### config.mk
export PLATFORM = sky130hd
export DESIGN_NAME = ttps_ctrl
export DESIGN_NICKNAME = d
export VERILOG_FILES = /design/src/design/ttps_pkg.sv /design/src/design/ttps_ctrl.sv
export SDC_FILE = /design/constraint.sdc
export NUM_CORES = 1
export LEC_CHECK = 0
export BUFFER_PORTS_ARGS = -buffer_cell sky130_fd_sc_hd__buf_2
export CORE_AREA = 2 2 39 41
export CTS_CLUSTER_SIZE = 14
export DETAILED_ROUTE_END_ITERATION = 12
export DIE_AREA = 0 0 41 43
export HOLD_SLACK_MARGIN = 0.15
export PLACE_DENSITY = 0.36
export SLEW_MARGIN = 25
export SYNTH_ARGS = -nofsm -noshare
export SYNTH_HDL_FRONTEND = slang
export SYNTH_SLANG_ARGS = --single-unit
### constraint.sdc
create_clock -name clk -period 1.42 [get_ports clk]
set_input_delay 0.213 -clock clk [delete_from_list [all_inputs] [get_ports clk]]
set_output_delay 0.213 -clock clk [all_outputs]
set_load 0.05 [all_outputs]
### src/design/ttps_pkg.sv
// Shared types and constants for the transposition table probe/store unit.
// No dependencies; imported by every module of the block.
package ttps_pkg;

  localparam int unsigned TT_ENTRIES = 1024;
  localparam int unsigned IDX_W      = $clog2(TT_ENTRIES);

  localparam logic [1:0] REQ_STORE = 2'd0;
  localparam logic [1:0] REQ_PROBE = 2'd1;
  localparam logic [1:0] REQ_CLEAR = 2'd2;

  localparam logic [1:0] KIND_EXACT = 2'd0;
  localparam logic [1:0] KIND_ALPHA = 2'd1;
  localparam logic [1:0] KIND_BETA  = 2'd2;

  typedef logic [IDX_W-1:0] idx_t;

  // One table slot as stored in the memory word.
  typedef struct packed {
    logic               valid;
    logic [63:0]        key;
    logic signed [15:0] score;
    logic [5:0]         depth;
    logic [1:0]         kind;
  } entry_t;

  // Controller to datapath.
  typedef struct packed {
    logic accept;      // input transfer this cycle
    logic eval;        // resolve the pending probe into the output register
    logic sweep_step;  // clear one slot, advance the sweep counter
  } cmd_t;

  // Datapath to controller.
  typedef struct packed {
    logic out_free;    // output register empty or draining this cycle
    logic sweep_last;  // sweep counter at the last slot
  } status_t;

endpackage

### src/design/ttps_ctrl.sv
// Controller state machine for the transposition table unit.
// Depends on ttps_pkg; drives ttps_datapath through cmd_t.
module ttps_ctrl import ttps_pkg::*; (
  input  logic       clk,
  input  logic       rst,
  input  logic       in_valid,
  output logic       in_ready,
  input  logic [1:0] req_type,
  input  status_t    status,
  output cmd_t       cmd
);

  typedef enum logic [2:0] {
    S_SWEEP = 3'b001,
    S_IDLE  = 3'b010,
    S_EVAL  = 3'b100
  } state_t;

  state_t state, state_next;

  always_ff @(posedge clk) begin
    if (rst) begin
      state <= S_SWEEP;
    end else begin
      state <= state_next;
    end
  end

  always_comb begin
    state_next      = state;
    in_ready        = 1'b0;
    cmd.accept      = 1'b0;
    cmd.eval        = 1'b0;
    cmd.sweep_step  = 1'b0;
    case (state)
      S_SWEEP: begin
        cmd.sweep_step = 1'b1;
        if (status.sweep_last) begin
          state_next = S_IDLE;
        end
      end
      S_IDLE: begin
        in_ready   = status.out_free;
        cmd.accept = in_valid && status.out_free;
        if (cmd.accept) begin
          case (req_type)
            REQ_PROBE: state_next = S_EVAL;
            REQ_CLEAR: state_next = S_SWEEP;
            default:   state_next = S_IDLE;
          endcase
        end
      end
      S_EVAL: begin
        cmd.eval   = 1'b1;
        state_next = S_IDLE;
      end
      default: begin
        state_next = S_SWEEP;
      end
    endcase
  end

endmodule

Word level (Yosys, flattened, before mapping)
Cells that the tools add are included.
{"block": "word_totals", "register_bits": 3, "latchBits": 0, "mem_bits_rw": 0, "mem_bits_ro": 0, "input_bits": 7, "output_inout_bits": 4, "elab_cells": 18, "mem_count": 0}
{"block": "op_classes", "addsub": 0, "mul": 0, "n_div": 0, "order_cmp": 0, "eq_ne": 7, "shifts": 0, "n_mux": 8, "n_bitwise": 0, "n_reduce_logical": 2}
{"operator": "3-bit one-hot mux with 3 select lines", "count": 1}
{"operator": "3-bit 2-to-1 mux", "count": 2}
{"operator": "3-bit one-hot mux with 2 select lines", "count": 1}
{"operator": "1-bit 2-to-1 mux", "count": 4}
{"operator": "2-bit inequality test (second input constant)", "count": 2}
{"operator": "3-bit by 1-bit equality test with 1-bit output (second input constant)", "count": 1}
{"operator": "3-bit by 2-bit equality test with 1-bit output (second input constant)", "count": 1}
{"operator": "3-bit equality test (second input constant)", "count": 1}
{"operator": "2-bit by 1-bit equality test with 1-bit output (second input constant)", "count": 1}
{"operator": "2-bit equality test (second input constant)", "count": 1}
{"operator": "2-bit AND reduction", "count": 1}
{"operator": "1-bit logical AND", "count": 1}

Depth between registers and ports, before layout
Gate-level depths: netlist of the first run.
{"block": "depth", "word_depth": 4, "depth_mapped": 5, "mapped_depth_nobuf": 5}

Worst setup path after synthesis of the first run
No wires, ideal clock.
{"block": "synth_path", "path_kind": "register -> output", "start": "reg state[0]", "end": "out cmd[0] (netlist bit)", "t_arrival_ps": 1574, "required_time_ps": 1207, "slack_ps": -367, "stages_incl_launch_ff": 2, "n_path_buf": 0, "cell_sequence": "dfxtp_1 > nor3b_1"}
{"element": "start: declaration", "line": "ttps_ctrl.sv:19", "source": "state_t state, state_next;"}
{"element": "start signal: assignment", "line": "ttps_ctrl.sv:25", "source": "state <= state_next;"}
{"element": "end: declaration", "line": "ttps_ctrl.sv:10", "source": "output cmd_t cmd"}

==> Flow_metrics.wiki, run 1 <==
{| class="wikitable"
! Metric !! Value
|-
| Status || completed
|-
| Setup slack of the most critical reg-to-reg path || 0.38 ns
|-
| Fin. max-slew vios || 0
|-
| Number of buffers added on ports || 10
|-
| Critical path fanouts, max || 4
|-
| Area occupied by registers || between 60 and 70 µm²
|-
| Via count of the first global-routing pass || approximately 220
|-
| Number of hold-repair buffers added at the cts stage || 0
|-
| Clock slew seen by the registers of the worst setup and hold paths || 0.04 ns
|-
| Area of all placed cells without fillers || between 300 and 400 µm²
|-
| Bufs and invs on worst path || 1
|-
| Dominant combinational cell family by area after synthesis || simple AND/OR/NAND/NOR gates
|-
| Count of vias placed by the detailed router || slightly above 200
|-
| Placer congestion estimate || roughly 0.64
|-
| Clock skew || ~0.0018 ns
|-
| Number of hold-slack violations in the final timing report || 0
|-
| Worst slack at placement || roughly 0.15 ns
|-
| Worst Setup Path Type || reg2out
|-
| Final worst setup slack || 0.02055 ns
|-
| Post-layout nets || between 40 and 50
|-
| Top Family by Delay on Critical Path || simple AND/OR/NAND/NOR gates
|-
| Leakage power figure || 0.1638 nW
|-
| Number of levels the H-tree was split into || 1
|-
| Worst hold slack after final layout || 0.1807 ns
|-
| Adder-cell share of the synthesized area || ~13%
|-
| Part of the Yosys area used for sequential elements || between 30% and 40%
|-
| Die ar. || between 1500 and 2000 µm²
|-
| Antenna diode instance count || 0
|-
| Depth of the most critical reg-to-reg path || 4
|-
| Synthesized net count || 30
|-
| CTS tree || built
|-
| RSZ-0062 raised after global routing || yes
|-
| Number of core rows || 14
|-
| Critical R2R Launch || state[1]
|-
| Synth Area in Simple Gates || between 40% and 50%
|-
| Arrival time of data at the critical path endpoint || between 1 and 1.5 ns
|-
| Register ranked first by flip-flop count || state
|-
| Number of buffers inserted during clock tree synthesis || 3
|-
| First drt pass iteration count || 2
|-
| Total area of multi-input combinational cells || roughly 150 µm²
|-
| Total of max-cap violations || 0
|-
| Number of remaining DRC errors || 0
|-
| Share of the clock period used by the worst path || 98.55%
|-
| Max Root-Sink Buffers || 2
|-
| Post-synthesis instance area || 198.9 µm²
|-
| Min-delay src || rst
|-
| Registers with the highest flip-flop counts || state: 3 flops
|-
| Aggregate routed wire length || roughly 460 µm
|-
| IO Pins || 11
|-
| Setup-failing EPs final || 0
|-
| P&R area growth vs syn || 72.96%
|-
| Die span in y || around 43 µm
|-
| Wire length of the first global-routing pass || roughly 860 µm
|-
| Crit path max-delay cell type || sky130_fd_sc_hd__dfxtp_2
|-
| Initial Util || between 10 and 15%
|-
| Worst Hold Class || in2reg
|-
| Actual slew at the worst max-slew pin || 0.2491 ns
|-
| Average wire per cell in the routed design || around 8.6 µm
|-
| Pin count of the biggest net entering global routing || 5
|-
| Iteration-0 DRC count of the detailed router || 1
|-
| Fraction of the mapped netlist area in compound gates || under 10%
|-
| Largest voltage drop on the vdd net || 0.0002128 V
|-
| Placed instance area || between 200 and 300 µm²
|-
| CP required || between 1 and 1.5 ns
|-
| Routed via count divided by cell count || 3.811
|-
| Fraction of layout instances using a drive strength above 1 || roughly 54%
|-
| Max reg flops || 3
|-
| Flip-flop and latch count after synthesis || 3
|-
| Shortest period the worst path allows || between 1 and 1.5 ns
|-
| Clock Latency Late Sink || 0.23 ns
|-
| Hold Crit Endpoint || state[1]
|-
| Number of antenna violations at the first check in global routing || 0
|-
| Worst hold path cell count || 2
|-
| Multiplexer fraction of the synthesized cell area || 0%
|-
| Root buffer cell || sky130_fd_sc_hd__clkbuf_4
|-
| Post-synthesis xor/xnor area fraction || 0%
|-
| Pwr per Cell Area || 874.9 nW/µm²
|-
| Cell count after synthesis || 21
|-
| GRT Util Overall || between 7 and 8%
|-
| Post-synthesis average cell area || between 9 and 10 µm²
|-
| Sort of element at the end of the critical path || output port
|-
| Core outline area || about 1400 µm²
|-
| Number of sinks on the clock net || 3
|-
| Fmax || around 700 MHz
|-
| Yosys warnings || 0
|-
| CP cell instances || nor3b_4 > and3_4 > buf_8
|-
| Final global-route overflow total || 0
|-
| Fill cell instance count of the final layout || 164
|-
| Worst slew slack as a fraction of its limit || 83.51%
|-
| Die X || roughly 41 µm
|-
| Endpoint of the worst register-to-register path || state[0]
|-
| Largest stage delay, worst path || approximately 0.34 ns
|-
| Kind of start point of the critical path || register
|-
| Count of nets left with antenna violations after detail routing || 0
|-
| Post-DP HPWL || approximately 350 µm
|-
| Number of distinct library cell variants in the gate-level netlist after synthesis || 16
|}
-- area by class of cell --
type,instances,area share [%]
inverter,2,2.182
tap,16,5.818
timing repair buffer,12,23.64
multi-input combinational,16,42.91
clock buffer,4,7.636
sequential,3,17.82
-- cell usage after synthesis (all sizes together) --
| cell type | number | area (µm²) |
|---|---|---|
| a21oi | 1 | 5.000 |
| a21o | 1 | 7.510 |
| nand2 | 2 | 7.510 |
| nor3b | 3 | 38.79 |
| and4bb | 1 | 12.51 |
| and3 | 1 | 6.260 |
| and2 | 1 | 6.260 |
| ha | 2 | 25.02 |
| nor2 | 1 | 3.750 |
| inv | 2 | 7.510 |
| nand3 | 1 | 5.000 |
| dfxtp | 3 | 60.06 |
| and3b | 1 | 8.760 |
| o21ai | 1 | 5.000 |
-- power breakdown --
| group | total, W | switching, W | internal (W) |
|---|---|---|---|
| Combinational | 0.0000584 | 0.0000325 | 0.0000259 |
| Sequential | 0.0000946 | 0.00000502 | 0.0000896 |
| Clock | 0.000148 | 0.0000428 | 0.000105 |
-- cell usage in the layout, fill, tap and decap left out, drive strengths merged, types with 2 or more instances in the layout --
cell type	instances
buf	12
clkbuf	4
nor3b	3
dfxtp	3
inv	2
nand2	2
ha	2
-- cell families after synthesis --
family,count (synthesis)
AND/OR/NAND/NOR,11
adder cells (fa/ha/maj),2
flip-flops,3
buffers and inverters,2
AO/OA/AOI/OAI,3
-- metrics by stage --
stage          setup TNS [ns]  util [%]  cells   power, W
4_1_cts              -0.02017     23.69     52  0.0003096
5_1_grt              -0.06537     24.86     53  0.0003235
3_5_place_dp                0     20.80     48  0.0001515
6_report                    0     24.86     53  0.0003010
2_1_floorplan               0         -     21  0.0001298
3_3_place_gp                0     20.80     48  0.0001504
-- worst max-delay path by stage --
stage | startpoint | end | slack, ns | depth (start not counted)
after floorplan | state[1] | state[2] | 0.03 | 3
after global placement | state[2] | cmd[2] | 0.18 | 3
after detailed placement | state[2] | cmd[2] | 0.15 | 3
after CTS | state[2] | cmd[2] | -0.02 | 3
after global routing | state[0] | cmd[2] | -0.05 | 3
final | state[0] | cmd[2] | 0.02 | 3
-- routing by layer --
layer | global-route usage, % | vias up | part of all wire [%]
met1 | 8.360 | 86 | 38
met4 | 8.000 | 0 | 0
met2 | 9.375 | 11 | 46
li1 | - | 105 | -
met3 | 5.236 | 0 | 15
met5 | 0 | - | 0
-- worst register-to-register path: cells and delay by family (launching register included) --
kind / cells / cell delay (ns)
AO/OA/AOI/OAI: 1 / 0.18
buffers and inverters: 1 / 0.15
flip-flops: 1 / 0.30
AND/OR/NAND/NOR: 2 / 0.29
-- timing repair --
action | CTS | global route
pin swaps | 0 | 1
endpoints found under the setup margin | 2 | 2
resized for setup | 4 | 3
cloned | 0 | 0
setup buffers | 0 | 1
Power figures use the tool's default switching activity.
==> run 2, diff against run 1 <==
--- a/config.mk
+++ b/config.mk
@@ -11,7 +11,9 @@
 export DETAILED_ROUTE_END_ITERATION = 12
 export DIE_AREA = 0 0 41 43
 export HOLD_SLACK_MARGIN = 0.15
+export MAX_ROUTING_LAYER = met4
 export PLACE_DENSITY = 0.36
+export SETUP_SLACK_MARGIN = 0.3
 export SLEW_MARGIN = 25
 export SYNTH_ARGS = -nofsm -noshare
 export SYNTH_HDL_FRONTEND = slang
==> run 2 against run 1 <==
  * Power increased by 4.6%
  * Sequential power decreased by 0.6%
  * Utilization increased by 3.9 points
  * Hold slack improved by 0.17 ns
  * Setup slack improved by 0.014 ns
  * Fmax increased by 1.0%
  * Cell count increased by 3.8%
==> Flow_metrics.wiki, run 2 (synthesis gave the netlist of run 1 again) <==
{| class="wikitable"
! Metric !! Value
|-
| Number of buffers added on ports || 10
|-
| Root buffer cell || sky130_fd_sc_hd__clkbuf_4
|-
| CP required || about 1.2 ns
|-
| Post-DP HPWL || about 330 µm
|-
| Register ranked first by flip-flop count || state
|-
| Status || completed
|-
| Average wire per cell in the routed design || a little under 9 µm
|-
| Worst Setup Path Type || reg2out
|-
| Fraction of layout instances using a drive strength above 1 || ~62%
|-
| Worst Hold Class || in2reg
|-
| Initial Util || between 10% and 20%
|-
| Area occupied by registers || between 60 and 70 µm²
|-
| Number of hold-slack violations in the final timing report || 0
|-
| Number of levels the H-tree was split into || 1
|-
| Total of max-cap violations || 0
|-
| Crit path from || state[2]
|-
| Core outline area || 1384 µm²
|-
| Setup slack of the most critical reg-to-reg path || about 0.32 ns
|-
| Critical path depth in cells || 3
|-
| Via count of the first global-routing pass || 177
|-
| Die ar. || approximately 1800 µm²
|-
| Worst slew slack as a fraction of its limit || between 80% and 90%
|-
| Aggregate routed wire length || around 490 µm
|-
| Largest voltage drop on the vdd net || 0.0003229 V
|-
| Critical path fanouts, max || 4
|-
| Shortest period the worst path allows || about 1.4 ns
|-
| Wire length of the first global-routing pass || roughly 700 µm
|-
| Die span in y || 43 µm
|-
| Number of antenna violations at the first check in global routing || 0
|-
| Number of buffers inserted during clock tree synthesis || 3
|-
| Leakage power figure || between 0.15 and 0.2 nW
|-
| IO Pins || 11
|-
| Registers with the highest flip-flop counts || state: 3 flops
|-
| Clock skew || 0.004799 ns
|-
| Fill cell instance count of the final layout || roughly 150
|-
| Pwr Total || ~0.00031 W
|-
| P&R area growth vs syn || 100.0%
|-
| Max reg flops || 3
|-
| Share of the clock period used by the worst path || between 90% and 100%
|-
| Count of vias placed by the detailed router || 216
|-
| Post-layout nets || between 40 and 50
|-
| Count of nets left with antenna violations after detail routing || 0
|-
| Total area of multi-input combinational cells || ~160 µm²
|-
| Clock slew seen by the registers of the worst setup and hold paths || 0.04 ns
|-
| Critical R2R Launch || state[2]
|-
| Pwr per Cell Area || between 700 and 800 nW/µm²
|-
| Clock Latency Late Sink || ~0.24 ns
|-
| Number of core rows || 14
|-
| Final global-route overflow total || 0
|-
| Actual slew at the worst max-slew pin || approximately 0.19 ns
|-
| CTS tree || built
|-
| Post-route setup TNS || 0 ns
|-
| Antenna diode instance count || 0
|-
| Setup-failing EPs final || 0
|-
| Placer congestion estimate || 0.6625
|-
| Depth of the most critical reg-to-reg path || 5
|-
| Kind of start point of the critical path || register
|-
| Endpoint of the worst register-to-register path || state[0]
|-
| Number of remaining DRC errors || 0
|-
| Worst Setup EP || cmd[2]
|-
| Die X || roughly 41 µm
|-
| Bufs and invs on worst path || 1
|-
| Fmax || slightly above 700 MHz
|-
| Iteration-0 DRC count of the detailed router || 3
|-
| Most used cells in the layout excluding fill and tap cells || 6 x sky130_fd_sc_hd__buf_2, 6 x sky130_fd_sc_hd__buf_6, 3 x sky130_fd_sc_hd__nor3b_4, 3 x sky130_fd_sc_hd__clkbuf_4
|-
| Crit path max-delay cell type || sky130_fd_sc_hd__dfxtp_4
|-
| Max Root-Sink Buffers || 2
|-
| Number of sinks on the clock net || 3
|-
| Sort of element at the end of the critical path || output port
|-
| Pin count of the biggest net entering global routing || 5
|-
| Largest stage delay, worst path || approximately 0.35 ns
|-
| Area of all placed cells without fillers || slightly below 400 µm²
|-
| CP cell instances || nor3b_4 > and3_4 > buf_8
|-
| Top Family by Delay on Critical Path || simple AND/OR/NAND/NOR gates
|-
| Worst hold path cell count || 4
|-
| GRT Util Overall || between 7 and 8%
|-
| Worst hold slack after final layout || about 0.35 ns
|-
| Arrival time of data at the critical path endpoint || between 1 and 1.5 ns
|-
| Routed via count divided by cell count || approximately 3.9
|-
| First drt pass iteration count || 4
|-
| Fin. max-slew vios || 0
|-
| Placed instance area || between 300 and 400 µm²
|-
| RSZ-0062 raised after global routing || yes
|}
==> run 2: cell types whose count changed in the layout (fill, tap and decap cells not counted), moves of 2 or more <==
cell	delta
sky130_fd_sc_hd__dfxtp_1	-2
sky130_fd_sc_hd__buf_4	-2
sky130_fd_sc_hd__buf_2	-2
sky130_fd_sc_hd__buf_6	+5
==> run 2: through the flow <==
stage	cells	worst slack [ns]	utilization, %
CTS	53	0.0004390	27.12
global placement	48	0.1701	22.06
detailed placement	48	0.1658	22.06
finish	55	0.03493	28.75
floorplan	21	0.1525	-
global route	55	-0.04505	28.75
==> run 2: worst min path at each step <==
stage / end / start / slack [ns]
floorplan: state[1] / rst / 0.28
finish: state[0] / in_valid / 0.35
global placement: state[1] / rst / 0.41
CTS: state[0] / in_valid / 0.34
global route: state[1] / status[1] / 0.37
detailed placement: state[1] / rst / 0.41
==> run 2: final cells by class <==
type	instances	area share, %
Multi-Input combinational cell	16	38.99
Clock buffer	4	6.604
Tap cell	16	5.031
Inverter	2	1.887
Timing Repair Buffer	14	30.82
Sequential cell	3	16.67
==> run 2: power breakdown <==
group | total, W | internal, W | switching, W
sequential | 0.0000940 | 0.0000882 | 0.00000584
combinational | 0.0000695 | 0.0000353 | 0.0000342
clock | 0.000151 | 0.000105 | 0.0000459
total | 0.000315 | 0.000229 | 0.0000859
==> run 2: repair_timing <==
action	4_1_cts	5_1_grt
endpoints found under the hold margin	1	0
endpoints found under the setup margin	4	4
hold buffers	1	0
resized for setup	11	2
pin swaps	3	3
setup buffers	0	2
==> run 2: worst register-to-register path: stages (launching register included) <==
cell and delay [ns]:
sky130_fd_sc_hd__dfxtp_4 0.35, sky130_fd_sc_hd__buf_6 0.09, sky130_fd_sc_hd__buf_6 0.09, sky130_fd_sc_hd__nor3b_4 0.19, sky130_fd_sc_hd__nor2_1 0.09, sky130_fd_sc_hd__a21o_1 0.16
==> run 2: routing by layer <==
| metal | share of wire (%) | vias to the layer above | track usage [%] | wire length [µm] |
|---|---|---|---|---|
| met5 | 0 | - | - | 0 |
| met4 | 0 | 0 | 10.00 | 0 |
| met3 | 7.8 | 0 | 4.712 | 38 |
| met2 | 49 | 12 | 7.813 | 238 |
| met1 | 43 | 94 | 6.369 | 211 |
| li1 | - | 110 | - | - |
